--- src/rtl/efcd_pkg.sv ---
// ----------------------------------------------------------------------------
// efcd_pkg
// Shared constants, register codes and types of the escaped frame color
// command decoder.
// ----------------------------------------------------------------------------
package efcd_pkg;

  // Depth of the frame store; write index counts up to FRAME_DEPTH-1
  localparam int unsigned FRAME_DEPTH = 64;
  localparam int unsigned IDX_W       = (FRAME_DEPTH > 2) ? $clog2(FRAME_DEPTH) : 1;

  // Frame bytes that decoding looks at: type, opcode, red, green, blue
  localparam int unsigned HEAD_BYTES  = 5;

  // Decode queue between front and back
  localparam int unsigned Q_DEPTH     = 2;
  localparam int unsigned Q_PTR_W     = $clog2(Q_DEPTH);
  localparam int unsigned Q_CNT_W     = $clog2(Q_DEPTH + 1);

  // Configuration register indexes
  localparam int unsigned CFG_IDX_W   = 3;
  localparam logic [CFG_IDX_W-1:0] REG_START_BYTE   = 3'd0;
  localparam logic [CFG_IDX_W-1:0] REG_ESCAPE_BYTE  = 3'd1;
  localparam logic [CFG_IDX_W-1:0] REG_END_BYTE     = 3'd2;
  localparam logic [CFG_IDX_W-1:0] REG_REQUEST_TYPE = 3'd3;
  localparam logic [CFG_IDX_W-1:0] REG_COLOR_OPCODE = 3'd4;

  typedef logic [7:0] byte_t;

  // Register reset values
  localparam byte_t RST_START_BYTE   = 8'd2;
  localparam byte_t RST_ESCAPE_BYTE  = 8'd27;
  localparam byte_t RST_END_BYTE     = 8'd3;
  localparam byte_t RST_REQUEST_TYPE = 8'd1;
  localparam byte_t RST_COLOR_OPCODE = 8'd1;

  // Head bytes by frame position
  localparam int unsigned POS_TYPE   = 0;
  localparam int unsigned POS_OPCODE = 1;
  localparam int unsigned POS_RED    = 2;
  localparam int unsigned POS_GREEN  = 3;
  localparam int unsigned POS_BLUE   = 4;

  typedef struct packed {
    byte_t start_byte;
    byte_t escape_byte;
    byte_t end_byte;
    byte_t request_type;
    byte_t color_opcode;
  } cfg_t;

  typedef byte_t [HEAD_BYTES-1:0] head_t;

  // Front to queue: push a closed frame's head bytes
  typedef struct packed {
    logic  push;
    head_t head;
  } q_wr_t;

  // Queue to back: oldest closed frame
  typedef struct packed {
    logic  valid;
    head_t head;
  } q_rd_t;

  // Queue occupancy seen by front and top
  typedef struct packed {
    logic full;
    logic valid;
  } q_stat_t;

  // Front framing state
  typedef struct packed {
    logic in_frame;
    logic esc_pending;
  } front_stat_t;

endpackage

--- src/rtl/efcd_intf.sv ---
// ----------------------------------------------------------------------------
// efcd channel interfaces
// Valid/ready channels for received bytes, color results and register writes.
// ----------------------------------------------------------------------------
interface efcd_byte_if;
  import efcd_pkg::*;
  logic  valid;
  logic  ready;
  byte_t rx_byte;
  modport source (output valid, output rx_byte, input ready);
  modport sink   (input valid, input rx_byte, output ready);
endinterface

interface efcd_color_if;
  import efcd_pkg::*;
  logic  valid;
  logic  ready;
  byte_t red_level;
  byte_t green_level;
  byte_t blue_level;
  modport source (output valid, output red_level, output green_level,
                  output blue_level, input ready);
  modport sink   (input valid, input red_level, input green_level,
                  input blue_level, output ready);
endinterface

interface efcd_cfg_if;
  import efcd_pkg::*;
  logic                 valid;
  logic                 ready;
  logic [CFG_IDX_W-1:0] wr_index;
  byte_t                wr_data;
  modport source (output valid, output wr_index, output wr_data, input ready);
  modport sink   (input valid, input wr_index, input wr_data, output ready);
endinterface

--- src/rtl/escaped_frame_color_command_decoder.sv ---
// ----------------------------------------------------------------------------
// escaped_frame_color_command_decoder
// Byte-stuffed frame receiver that decodes set-color requests.
// ----------------------------------------------------------------------------
// One received byte is taken per cycle. Outside a frame every byte but the
// start byte is ignored; inside, the escape byte makes the next byte literal
// and the end byte closes the frame. Data beyond one short of the store depth
// is dropped, and the store is never cleared between frames, so a short frame
// decodes bytes left over from earlier ones (reset clears them to zero). When
// a closed frame carries the request type in byte 0 and the color opcode in
// byte 1, bytes 2 to 4 go out as one red/green/blue item from the result
// register. Closed frames wait in a two-entry decode queue, so
// the byte input stalls only while that queue is full, which happens only
// when the color output is held off. Registers are written through the
// configuration channel, which is always ready; write them only while idle.
// ----------------------------------------------------------------------------
module escaped_frame_color_command_decoder (
  input  logic         clk_i,
  input  logic         rst_ni,
  efcd_byte_if.sink    rx_if,
  efcd_color_if.source color_if,
  efcd_cfg_if.sink     cfg_if
);
  import efcd_pkg::*;

  cfg_t        cfg_q;
  q_wr_t       q_wr;
  q_rd_t       q_rd;
  q_stat_t     q_stat;
  front_stat_t front_stat;
  logic        pop;
  logic        rx_ready;
  logic        rx_accept;

  // Register file: writes to unknown indexes are dropped
  assign cfg_if.ready = 1'b1;

  always_ff @(posedge clk_i or negedge rst_ni) begin
    if (!rst_ni) begin
      cfg_q.start_byte   <= RST_START_BYTE;
      cfg_q.escape_byte  <= RST_ESCAPE_BYTE;
      cfg_q.end_byte     <= RST_END_BYTE;
      cfg_q.request_type <= RST_REQUEST_TYPE;
      cfg_q.color_opcode <= RST_COLOR_OPCODE;
    end else if (cfg_if.valid) begin
      unique case (cfg_if.wr_index)
        REG_START_BYTE:   cfg_q.start_byte   <= cfg_if.wr_data;
        REG_ESCAPE_BYTE:  cfg_q.escape_byte  <= cfg_if.wr_data;
        REG_END_BYTE:     cfg_q.end_byte     <= cfg_if.wr_data;
        REG_REQUEST_TYPE: cfg_q.request_type <= cfg_if.wr_data;
        REG_COLOR_OPCODE: cfg_q.color_opcode <= cfg_if.wr_data;
        default: begin
        end
      endcase
    end
  end

  // Front: framing, escapes and head-byte store
  efcd_front u_front (
    .clk_i      (clk_i),
    .rst_ni     (rst_ni),
    .cfg_i      (cfg_q),
    .in_valid_i (rx_if.valid),
    .in_ready_o (rx_ready),
    .rx_byte_i  (rx_if.rx_byte),
    .q_stat_i   (q_stat),
    .q_wr_o     (q_wr),
    .stat_o     (front_stat)
  );

  assign rx_if.ready = rx_ready;
  assign rx_accept   = rx_if.valid && rx_ready;

  // Decode queue: lets the front keep taking bytes while a result waits
  efcd_queue u_queue (
    .clk_i    (clk_i),
    .rst_ni   (rst_ni),
    .q_wr_i   (q_wr),
    .pop_i    (pop),
    .q_rd_o   (q_rd),
    .q_stat_o (q_stat)
  );

  // Back: match type and opcode, hold the color result
  efcd_back u_back (
    .clk_i         (clk_i),
    .rst_ni        (rst_ni),
    .cfg_i         (cfg_q),
    .q_rd_i        (q_rd),
    .pop_o         (pop),
    .out_valid_o   (color_if.valid),
    .out_ready_i   (color_if.ready),
    .red_level_o   (color_if.red_level),
    .green_level_o (color_if.green_level),
    .blue_level_o  (color_if.blue_level)
  );

`ifndef ASSERT_OFF
  // A closed frame always lands in the queue
  assert property (@(posedge clk_i) disable iff (!rst_ni)
    q_wr.push |=> q_stat.valid)
    else $error("closed frame lost before decode queue");

  // A new result only comes from a queued frame
  assert property (@(posedge clk_i) disable iff (!rst_ni)
    $rose(color_if.valid) |-> $past(q_rd.valid))
    else $error("color result without a queued frame");

  // Outside a frame only the start byte opens one
  assert property (@(posedge clk_i) disable iff (!rst_ni)
    (rx_accept && !front_stat.in_frame && (rx_if.rx_byte != cfg_q.start_byte))
      |=> !front_stat.in_frame)
    else $error("frame opened by a byte other than the start byte");

  // No escape can be pending outside a frame
  assert property (@(posedge clk_i) disable iff (!rst_ni)
    !front_stat.in_frame |-> !front_stat.esc_pending)
    else $error("escape pending while idle");
`endif

endmodule

--- src/rtl/efcd_front.sv ---
// ----------------------------------------------------------------------------
// efcd_front
// Accepts received bytes, tracks framing and escapes, stores frame head bytes
// and pushes a closed frame into the decode queue.
// ----------------------------------------------------------------------------
module efcd_front (
  input  logic                  clk_i,
  input  logic                  rst_ni,
  input  efcd_pkg::cfg_t        cfg_i,
  input  logic                  in_valid_i,
  output logic                  in_ready_o,
  input  efcd_pkg::byte_t       rx_byte_i,
  input  efcd_pkg::q_stat_t     q_stat_i,
  output efcd_pkg::q_wr_t       q_wr_o,
  output efcd_pkg::front_stat_t stat_o
);
  import efcd_pkg::*;

  logic             in_frame_q, in_frame_d;
  logic             esc_q, esc_d;
  logic [IDX_W-1:0] idx_q, idx_d;
  head_t            head_q, head_d;
  logic             accept;
  logic             store_data;
  logic             store_end;
  logic             wr_en;

  // Stall whenever the decode queue is full, so a closed frame could not be queued
  assign in_ready_o = !q_stat_i.full;
  assign accept     = in_valid_i && in_ready_o;

  always_comb begin
    in_frame_d = in_frame_q;
    esc_d      = esc_q;
    idx_d      = idx_q;
    head_d     = head_q;
    store_data = 1'b0;
    store_end  = 1'b0;
    wr_en      = 1'b0;
    if (accept) begin
      if (!in_frame_q) begin
        if (rx_byte_i == cfg_i.start_byte) begin
          in_frame_d = 1'b1;
        end
      end else if (esc_q) begin
        esc_d      = 1'b0;
        store_data = 1'b1;
      end else if (rx_byte_i == cfg_i.escape_byte) begin
        esc_d = 1'b1;
      end else if (rx_byte_i == cfg_i.end_byte) begin
        store_end  = 1'b1;
        idx_d      = '0;
        in_frame_d = 1'b0;
      end else begin
        store_data = 1'b1;
      end
    end
    // Drop data once the store is one short of full
    if (store_data && (idx_q < IDX_W'(FRAME_DEPTH - 1))) begin
      wr_en = 1'b1;
      idx_d = idx_q + IDX_W'(1);
    end
    if (store_end) begin
      wr_en = 1'b1;
    end
    // Only the head positions are ever read back
    for (int k = 0; k < HEAD_BYTES; k++) begin
      if (wr_en && (32'(idx_q) == k)) begin
        head_d[k] = rx_byte_i;
      end
    end
  end

  // The end byte itself is visible to decoding
  assign q_wr_o.push = store_end;
  assign q_wr_o.head = head_d;

  assign stat_o.in_frame    = in_frame_q;
  assign stat_o.esc_pending = esc_q;

  always_ff @(posedge clk_i or negedge rst_ni) begin
    if (!rst_ni) begin
      in_frame_q <= 1'b0;
      esc_q      <= 1'b0;
      idx_q      <= '0;
      head_q     <= '0;
    end else begin
      in_frame_q <= in_frame_d;
      esc_q      <= esc_d;
      idx_q      <= idx_d;
      head_q     <= head_d;
    end
  end

endmodule

--- src/rtl/efcd_queue.sv ---
// ----------------------------------------------------------------------------
// efcd_queue
// Short FIFO of closed-frame head bytes between front and back.
// ----------------------------------------------------------------------------
module efcd_queue (
  input  logic              clk_i,
  input  logic              rst_ni,
  input  efcd_pkg::q_wr_t   q_wr_i,
  input  logic              pop_i,
  output efcd_pkg::q_rd_t   q_rd_o,
  output efcd_pkg::q_stat_t q_stat_o
);
  import efcd_pkg::*;

  head_t               mem_q [Q_DEPTH];
  logic [Q_PTR_W-1:0]  wr_ptr_q;
  logic [Q_PTR_W-1:0]  rd_ptr_q;
  logic [Q_CNT_W-1:0]  cnt_q;
  logic                push;
  logic                pop;

  assign q_stat_o.full  = (cnt_q == Q_CNT_W'(Q_DEPTH));
  assign q_stat_o.valid = (cnt_q != '0);
  assign push           = q_wr_i.push && !q_stat_o.full;
  assign pop            = pop_i && q_stat_o.valid;

  assign q_rd_o.valid = q_stat_o.valid;
  assign q_rd_o.head  = mem_q[rd_ptr_q];

  always_ff @(posedge clk_i) begin
    if (push) begin
      mem_q[wr_ptr_q] <= q_wr_i.head;
    end
  end

  always_ff @(posedge clk_i or negedge rst_ni) begin
    if (!rst_ni) begin
      wr_ptr_q <= '0;
      rd_ptr_q <= '0;
      cnt_q    <= '0;
    end else begin
      if (push) begin
        wr_ptr_q <= (wr_ptr_q == Q_PTR_W'(Q_DEPTH - 1)) ? '0 : wr_ptr_q + Q_PTR_W'(1);
      end
      if (pop) begin
        rd_ptr_q <= (rd_ptr_q == Q_PTR_W'(Q_DEPTH - 1)) ? '0 : rd_ptr_q + Q_PTR_W'(1);
      end
      if (push && !pop) begin
        cnt_q <= cnt_q + Q_CNT_W'(1);
      end else if (pop && !push) begin
        cnt_q <= cnt_q - Q_CNT_W'(1);
      end
    end
  end

endmodule

--- src/rtl/efcd_back.sv ---
// ----------------------------------------------------------------------------
// efcd_back
// Decodes queued frames and holds the last color in the result register.
// ----------------------------------------------------------------------------
module efcd_back (
  input  logic            clk_i,
  input  logic            rst_ni,
  input  efcd_pkg::cfg_t  cfg_i,
  input  efcd_pkg::q_rd_t q_rd_i,
  output logic            pop_o,
  output logic            out_valid_o,
  input  logic            out_ready_i,
  output efcd_pkg::byte_t red_level_o,
  output efcd_pkg::byte_t green_level_o,
  output efcd_pkg::byte_t blue_level_o
);
  import efcd_pkg::*;

  logic  valid_q, valid_d;
  byte_t red_q, green_q, blue_q;
  logic  match;
  logic  load;

  assign match = (q_rd_i.head[POS_TYPE] == cfg_i.request_type) &&
                 (q_rd_i.head[POS_OPCODE] == cfg_i.color_opcode);

  // Take the next frame whenever the result slot is free or being emptied
  assign pop_o = q_rd_i.valid && (!valid_q || out_ready_i);
  assign load  = pop_o && match;

  always_comb begin
    valid_d = valid_q && !out_ready_i;
    if (load) begin
      valid_d = 1'b1;
    end
  end

  always_ff @(posedge clk_i or negedge rst_ni) begin
    if (!rst_ni) begin
      valid_q <= 1'b0;
      red_q   <= '0;
      green_q <= '0;
      blue_q  <= '0;
    end else begin
      valid_q <= valid_d;
      if (load) begin
        red_q   <= q_rd_i.head[POS_RED];
        green_q <= q_rd_i.head[POS_GREEN];
        blue_q  <= q_rd_i.head[POS_BLUE];
      end
    end
  end

  assign out_valid_o   = valid_q;
  assign red_level_o   = red_q;
  assign green_level_o = green_q;
  assign blue_level_o  = blue_q;

endmodule
--- src/flat_wrapper.sv ---
// flat-port wrapper written by rule: the top's interface ports become plain ports
module escaped_frame_color_command_decoder_flat import efcd_pkg::*;
  (clk_i, rst_ni, rx_if_valid, rx_if_rx_byte, rx_if_ready, color_if_valid, color_if_red_level, color_if_green_level, color_if_blue_level, color_if_ready, cfg_if_valid, cfg_if_wr_index, cfg_if_wr_data, cfg_if_ready);
  efcd_byte_if rx_if_i ();
  efcd_color_if color_if_i ();
  efcd_cfg_if cfg_if_i ();
  input  logic clk_i;
  input  logic rst_ni;
  input wire logic [$bits(rx_if_i.valid)-1:0] rx_if_valid;
  input wire logic [$bits(rx_if_i.rx_byte)-1:0] rx_if_rx_byte;
  output wire logic [$bits(rx_if_i.ready)-1:0] rx_if_ready;
  output wire logic [$bits(color_if_i.valid)-1:0] color_if_valid;
  output wire logic [$bits(color_if_i.red_level)-1:0] color_if_red_level;
  output wire logic [$bits(color_if_i.green_level)-1:0] color_if_green_level;
  output wire logic [$bits(color_if_i.blue_level)-1:0] color_if_blue_level;
  input wire logic [$bits(color_if_i.ready)-1:0] color_if_ready;
  input wire logic [$bits(cfg_if_i.valid)-1:0] cfg_if_valid;
  input wire logic [$bits(cfg_if_i.wr_index)-1:0] cfg_if_wr_index;
  input wire logic [$bits(cfg_if_i.wr_data)-1:0] cfg_if_wr_data;
  output wire logic [$bits(cfg_if_i.ready)-1:0] cfg_if_ready;
  assign rx_if_i.valid = rx_if_valid;
  assign rx_if_i.rx_byte = rx_if_rx_byte;
  assign rx_if_ready = rx_if_i.ready;
  assign color_if_valid = color_if_i.valid;
  assign color_if_red_level = color_if_i.red_level;
  assign color_if_green_level = color_if_i.green_level;
  assign color_if_blue_level = color_if_i.blue_level;
  assign color_if_i.ready = color_if_ready;
  assign cfg_if_i.valid = cfg_if_valid;
  assign cfg_if_i.wr_index = cfg_if_wr_index;
  assign cfg_if_i.wr_data = cfg_if_wr_data;
  assign cfg_if_ready = cfg_if_i.ready;
  escaped_frame_color_command_decoder u_core (.clk_i(clk_i), .rst_ni(rst_ni), .rx_if(rx_if_i), .color_if(color_if_i), .cfg_if(cfg_if_i));
endmodule
--- config.mk ---
export PLATFORM = sky130hd
export DESIGN_NAME = escaped_frame_color_command_decoder_flat
export DESIGN_NICKNAME = d
export VERILOG_FILES = /design/src/rtl/efcd_pkg.sv /design/src/rtl/efcd_intf.sv /design/src/rtl/escaped_frame_color_command_decoder.sv /design/src/rtl/efcd_front.sv /design/src/rtl/efcd_queue.sv /design/src/rtl/efcd_back.sv /design/src/flat_wrapper.sv
export SDC_FILE = /design/constraint.sdc
export NUM_CORES = 1
export LEC_CHECK = 0
export BUFFER_PORTS_ARGS = -buffer_cell sky130_fd_sc_hd__buf_2
export CORE_MARGIN = 3
export CORE_UTILIZATION = 35
export CTS_CLUSTER_SIZE = 30
export DETAILED_ROUTE_END_ITERATION = 6
export SLEW_MARGIN = 20
export SYNTH_ARGS = -nofsm -noshare
export SYNTH_HDL_FRONTEND = slang
export SYNTH_SLANG_ARGS = --single-unit
--- constraint.sdc ---
create_clock -name clk_i -period 8.3 [get_ports clk_i]
set_input_delay 0.415 -clock clk_i [delete_from_list [all_inputs] [get_ports clk_i]]
set_output_delay 0.415 -clock clk_i [all_outputs]
set_load 0.02 [all_outputs]
# After elaboration in Yosys (flattened, before gate mapping)
# Memories as Yosys holds them, arrays and structs flattened.
# Index checks and enable logic that the tools add are counted.
# W data, S select, Z words.
# classes
add_sub_neg	5
magnitude_cmp	1
n_eq_ne	16
n_mux	36
reduce_logical	35
# ops
op	n
$eq A8 B8 Y1	5
$mux W8	5
$mux W6	6
$mux W1	23
$logic_and A1 B1 Y1	15
$eq A6 B2 Y1 const B	2
$reduce_and A2 Y1	6
$reduce_bool A2 Y1	5
$add A6 B1 Y6 const B	1
$eq A3 B2 Y1 const B	2
$eq A6 B1 Y1 const B	1
$eq A6 B3 Y1 const B	1
$logic_not A6 Y1	1
$lt A6 B6 Y1 const B	1
$logic_not A1 Y1	5
$reduce_and A5 Y1	1
$mux W2	2
$ne A2 B1 Y1 const B	2
$eq A3 B1 Y1 const B	1
$eq A3 B3 Y1 const B	1
$logic_not A3 Y1	1
$add A1 B1 Y1 const B	2
$add A2 B1 Y2 const B	1
$eq A2 B2 Y1 const B	1
other kinds (2)	2
# totals
ff_bits	117
ram_bits	80
output_inout_bits	27
wordCells	114
mem_count	1
# mem_list
memory	words	word_bits	rd	rd_clocked_by_memory_dff	write_ports	line_no	text
u_core.u_queue.mem_q	2	40	1	0	1	efcd_queue.sv:15	head_t mem_q [Q_DEPTH];

# Longest topological paths before layout
# logic_depth
word_depth	11
depth_mapped	10
depth_no_buf	9

# Modules after synthesis
# From an unflattened synthesis, not the netlist that was laid out.
# unflattened
hier_cells	498
area_unflattened_um2	8598.2
# modules_own_cells
module	instances	cells_each	area_per_inst_um2	seq_area_each_um2
efcd_queue	1	145	3298.2	2502.4
efcd_front	1	187	2532.4	1201.2
escaped_frame_color_command_decoder	1	90	1551.5	1012.2
efcd_back	1	76	1216.2	625.6

# Worst setup path before layout
# OpenSTA, ideal clock, no wires.
# synth_timing
path_type	input-to-reg
startpoint	in rx_if_rx_byte[0]
endpoint	mem u_core.u_queue.mem_q[0][0] in the netlist's numbering, enable pin
setup_time_ns	0.438
arrival_ns	3.046
setup_slack_ns	4.816
cell_stages	6
path_buffers	1
cell_sequence	clkbuf_1 -> xnor2_1 -> nand4_1 -> nor3_1 -> nand3_1 -> nor2_1
# synth_between
elab_chain_len	9
# synth_rtl
item	line_no	text
start, declared	flat_wrapper.sv:10	input wire logic [$bits(rx_if_i.rx_byte)-1:0] rx_if_rx_byte;
$eq A8 B8 Y1	efcd_front.sv:50	end else if (rx_byte_i == cfg_i.end_byte) begin
$mux W1	efcd_front.sv:50	
$mux W1 *	efcd_front.sv:48	end else if (rx_byte_i == cfg_i.escape_byte) begin
$mux W1 *	efcd_front.sv:45	end else if (esc_q) begin
$mux W1 *	efcd_front.sv:41	if (!in_frame_q) begin
$mux W1 *	efcd_front.sv:40	if (accept) begin
$logic_and A1 B1 Y1 *	efcd_queue.sv:24	assign push = q_wr_i.push && !q_stat_o.full;
$mux W1 *	efcd_queue.sv:31	if (push) begin
$mux W1 (implied by the code) *	efcd_queue.sv:32	mem_q[wr_ptr_q] <= q_wr_i.head;
end, declared	efcd_queue.sv:15	
# Every way passes the cells marked *; elsewhere a longest branch is shown, timed or not.

# Final worst setup path
# layout_timing
startpoint	reg u_core.u_queue.rd_ptr_q
endpoint	reg u_core.u_back.blue_q[1] (netlist: u_core.u_back.blue_level_o[1])
# layout_between
elab_chain_len	4
# layout_rtl
item	line_no	text
start, declared	efcd_queue.sv:17	logic [Q_PTR_W-1:0] rd_ptr_q;
start signal, assigned	efcd_queue.sv:46	rd_ptr_q <= (rd_ptr_q == Q_PTR_W'(Q_DEPTH - 1)) ? '0 : rd_ptr_q + Q_PTR_W'(1);
$mem_v2 Z2 W40 *	--	
$eq A8 B8 Y1 (on tied branches)	efcd_back.sv:24, efcd_back.sv:25	
$logic_and A1 B1 Y1	efcd_back.sv:24	assign match = (q_rd_i.head[POS_TYPE] == cfg_i.request_type) &&
$logic_and A1 B1 Y1	efcd_back.sv:29	assign load = pop_o && match;
end signal, assigned	efcd_back.sv:49	blue_q <= q_rd_i.head[POS_BLUE];
end, declared	efcd_back.sv:20	byte_t red_q, green_q, blue_q;
# Marked as above.
# A chain may end at the register's enable or synchronous reset.

==> run summary <==
The final critical delay including setup and external delays came out at ~3000 ps. The site row count came out at 54. Yosys instantiated no cell more often than mux2_2. The count of flip-flops with a built-in enable after synthesis came out at 80. The worst register-to-register path ends at u_core.u_back.blue_level_o[1].

The detailed router finished its first iteration with roughly 230 violations. The critical path in this run is classified as reg -> reg. The worst register-to-register path begins at u_core.u_queue.rd_ptr_q.

The sink count of the clock tree is 197. The count of input and output buffers is 49. The multi-input combinational cells in the finished layout cover a total of ~0.0025 mm².

The delay contributed by the slowest stage of the critical path is 530 ps. The core occupancy in the finished layout came out at 41.41%. For the worst-skew pair, the clock arrives at the later sink with an insertion delay of 440 ps.

Synthesis produced 484 cells. The cell that appears most often on the critical path is buf_4. The tree is rooted in a clkbuf_16. The setup clock skew after layout is 13.21 ps. By count the netlist is led by mux2_2, dfrtp_1, edfxtp_1. The signal on the critical path passes through buf_4, mux2i_1, xnor2_1, nor4_1, nand3_1, nor4_4, buf_4, mux2_2.

The number of warnings reported in the yosys synthesis log is 0. From bottom edge to top edge, the die measures 157.0 µm. The biggest area contributor in the post-synthesis netlist is dfrtp_1.

Setup repair after global routing left no endpoint under its margin. The net total in the final layout is 568. The reg2reg setup slack came out at 5280 ps. The power density over cell area came out at 271.4 mW/mm². The worst endpoint data arrival time is 3340 ps. The core region is 0.02209 mm². Once the clock tree was built, the resizer swapped 0 gates to a different size. Along the worst path, the maximum fanout reaches slightly above 40. The endpoint class of the critical path is a register. The number of failing setup endpoints in the final timing report is 0. The leakage power is 3.860 nW.

The first global-routing pass estimated about 26000 µm of wire. The worst-margin pin slew is 1042 ps. The clock passes through at most 2 buffers. The count of filler cells inserted in the layout came out at a little under 2000. For this run, design rule violations remaining after detail routing come to 0. The cts-stage hold buffer count came out at 0. The async set-reset flop share out of synthesis is between 50% and 60%. Sorting the synthesized cells by area gives the leading types as dfrtp_1, edfxtp_1, mux2_2, xnor2_1, dfstp_2. The number of global-route vias before repair came out at 4416. The number of iterations in the first detailed-routing pass is 4. The final hold violation count came out at 0. Entering global routing, the biggest net connects 63 pins. The number of H-tree levels is 4. The mean area per synthesized cell came out at between 15 and 20 µm². The final route contains 4100 vias.

The layout overhead on the synthesized area is 14.70%. The run finished with clean final reports. The final period utilization is approximately 36%.

The post-synthesis net count came out at 513. The global-route usage over all layers came out at 14.01%. The worst hold-check path type is in -> async. The largest individual stage delay along the critical path comes from the cell buf_4. The die covers 0.02464 mm². Summed over all failing endpoints, the final setup total negative slack is 0 ps. The max capacitance violation total came out at 0. STA classifies the critical path startpoint as a register. The post-synthesis register bit count is 197.

The aggregate routed wire length is about 16000 µm. Static timing analysis puts the maximum clock frequency at 0.3311 GHz. Counting distinct cell types in the post-synthesis netlist gives 45. The initial antenna violation count came to 0. For this configuration, the core starts out at a cell density of between 30 and 40%.

Registers take 0.005343 mm². The required arrival time at the worst endpoint came out at 8620 ps. The number of setup buffers added after CTS is 0. In this run the count of I/O pins placed on the die edge is slightly above 50. Together, buffers and inverters on the worst path number 2. The clock-pin slew on the worst setup and hold paths came out at 70 ps. 0 antenna diodes ended up in the layout. The relative slew slack came out at 30.56%. The post-detailed-route wirelength per cell came out at approximately 20 µm. The die extent in x came out at between 150 and 200 µm. The post-DP HPWL is 10990 µm.

The sum of overflow across all layers after global routing is 0. The share of post-route cells with drive strength above 1 came out at 42.39%. Clock tree synthesis inserted a total of 17 buffers. The worst reg2reg path depth is 8.

The last weighted congestion value of the routability-driven placer came out at ~0.83. Summing the sequential cell areas from Yosys gives between 60% and 70% of the chip area. The fraction of synthesized cell area taken by the top area cell type came out at 33.88%. The synthesized area came out at ~0.008 mm². The worst voltage drop across the vdd grid came out at approximately 0.00015 V. The flip-flop cell with the highest count after synthesis is dfrtp_1.

The final number of max-transition violations came to 0. The average via count per standard cell is 4.928. TritonCTS built the clock tree. In this design, the largest share of critical-path delay is due to buffers and inverters. In this run the remaining antenna-violating nets after routing total 0.
[kinds of logic after synthesis]
kind of cell | synth area share [%]
other | 0.04701
adders and majority gates | 0.7842
DFF | 66.95
AOI/OAI and AO/OA | 1.192
and+or+nand+nor | 3.984
xor gates and xnor gates | 4.940
muxes | 20.48
buffers and inverters | 1.615
[where the power goes]
| part | leakage, nW | switching [mW] | internal, mW |
|---|---|---|---|
| logic | 1.30 | 0.229 | 0.230 |
| clock network | 0.300 | 0.396 | 0.443 |
| registers | 2.26 | 0.0669 | 1.12 |
| total | 3.86 | 0.691 | 1.79 |
[routing by layer]
metal	up-vias	global-route usage [%]	share of wire, %
li1	1885	-	-
met1	2131	18.19	45
met2	58	22.81	50
met3	26	3.602	2.9
met4	0	5.085	2.2
met5	-	0	0
[placed cells by master, fill, tap and decap left out, drive strengths merged, types with 3 or more instances in the layout]
cell type and instances:
nand4 6, nor3 4, nor2 7, nand2 9, nand3 7, ha 5
dfrtp 108, inv 11, nor4 4, mux2 130, xor2 9, buf 55
xnor2 36, dfstp 9, clkbuf 18, or2 3, edfxtp 80, mux2i 17
clkinv 6
[sequential cells by signal, summed over array words and instances (netlist names), 2 cells and up]
name                         cells
u_core.u_queue.cnt_q             2
u_core.u_back.red_level_o        8
u_core.u_back.blue_level_o       8
u_core.u_front.head_q           40
u_core.u_queue.mem_q            80
u_core.u_front.idx_q             6
u_core.cfg_q                    40
u_core.u_back.green_level_o      8
[layout make-up]
class                   instances  area share [%]
repair buffers                 55           3.200
multi-input cells             263           27.55
inverters                       5          0.2051
well taps                     280           3.829
clock inverters                14           2.024
flip-flops and latches        197           58.39
clock buffers                  18           4.800
[through the flow]
step	power (mW)	worst slack (ps)	hold slack, ps	instances	cell area, µm²
floorplan	1.546	4816	119.4	484	7978
global placement	1.657	5292	462.4	800	8521
detailed placement	1.670	5218	472.9	800	8526
CTS	2.516	5201	50.13	832	9150
global route	2.602	5109	83.96	832	9150
finish	2.484	5280	40.84	832	9150
[worst max-delay path by stage]
stage,slack [ps],cells after the start,endpoint,from
after floorplan,4820,6,u_core.u_queue.mem_q[0][0],rx_if_rx_byte[0]
after global placement,5290,8,u_core.u_back.blue_level_o[1],u_core.u_queue.rd_ptr_q
after detailed placement,5220,7,u_core.u_queue.mem_q[1][36],rx_if_rx_byte[2]
after CTS,5200,8,u_core.u_back.blue_level_o[1],u_core.u_queue.rd_ptr_q
after global routing,5110,8,u_core.u_back.blue_level_o[1],u_core.u_queue.rd_ptr_q
final,5280,8,u_core.u_back.blue_level_o[1],u_core.u_queue.rd_ptr_q
Note: power is estimated with default switching activity, not from simulation.
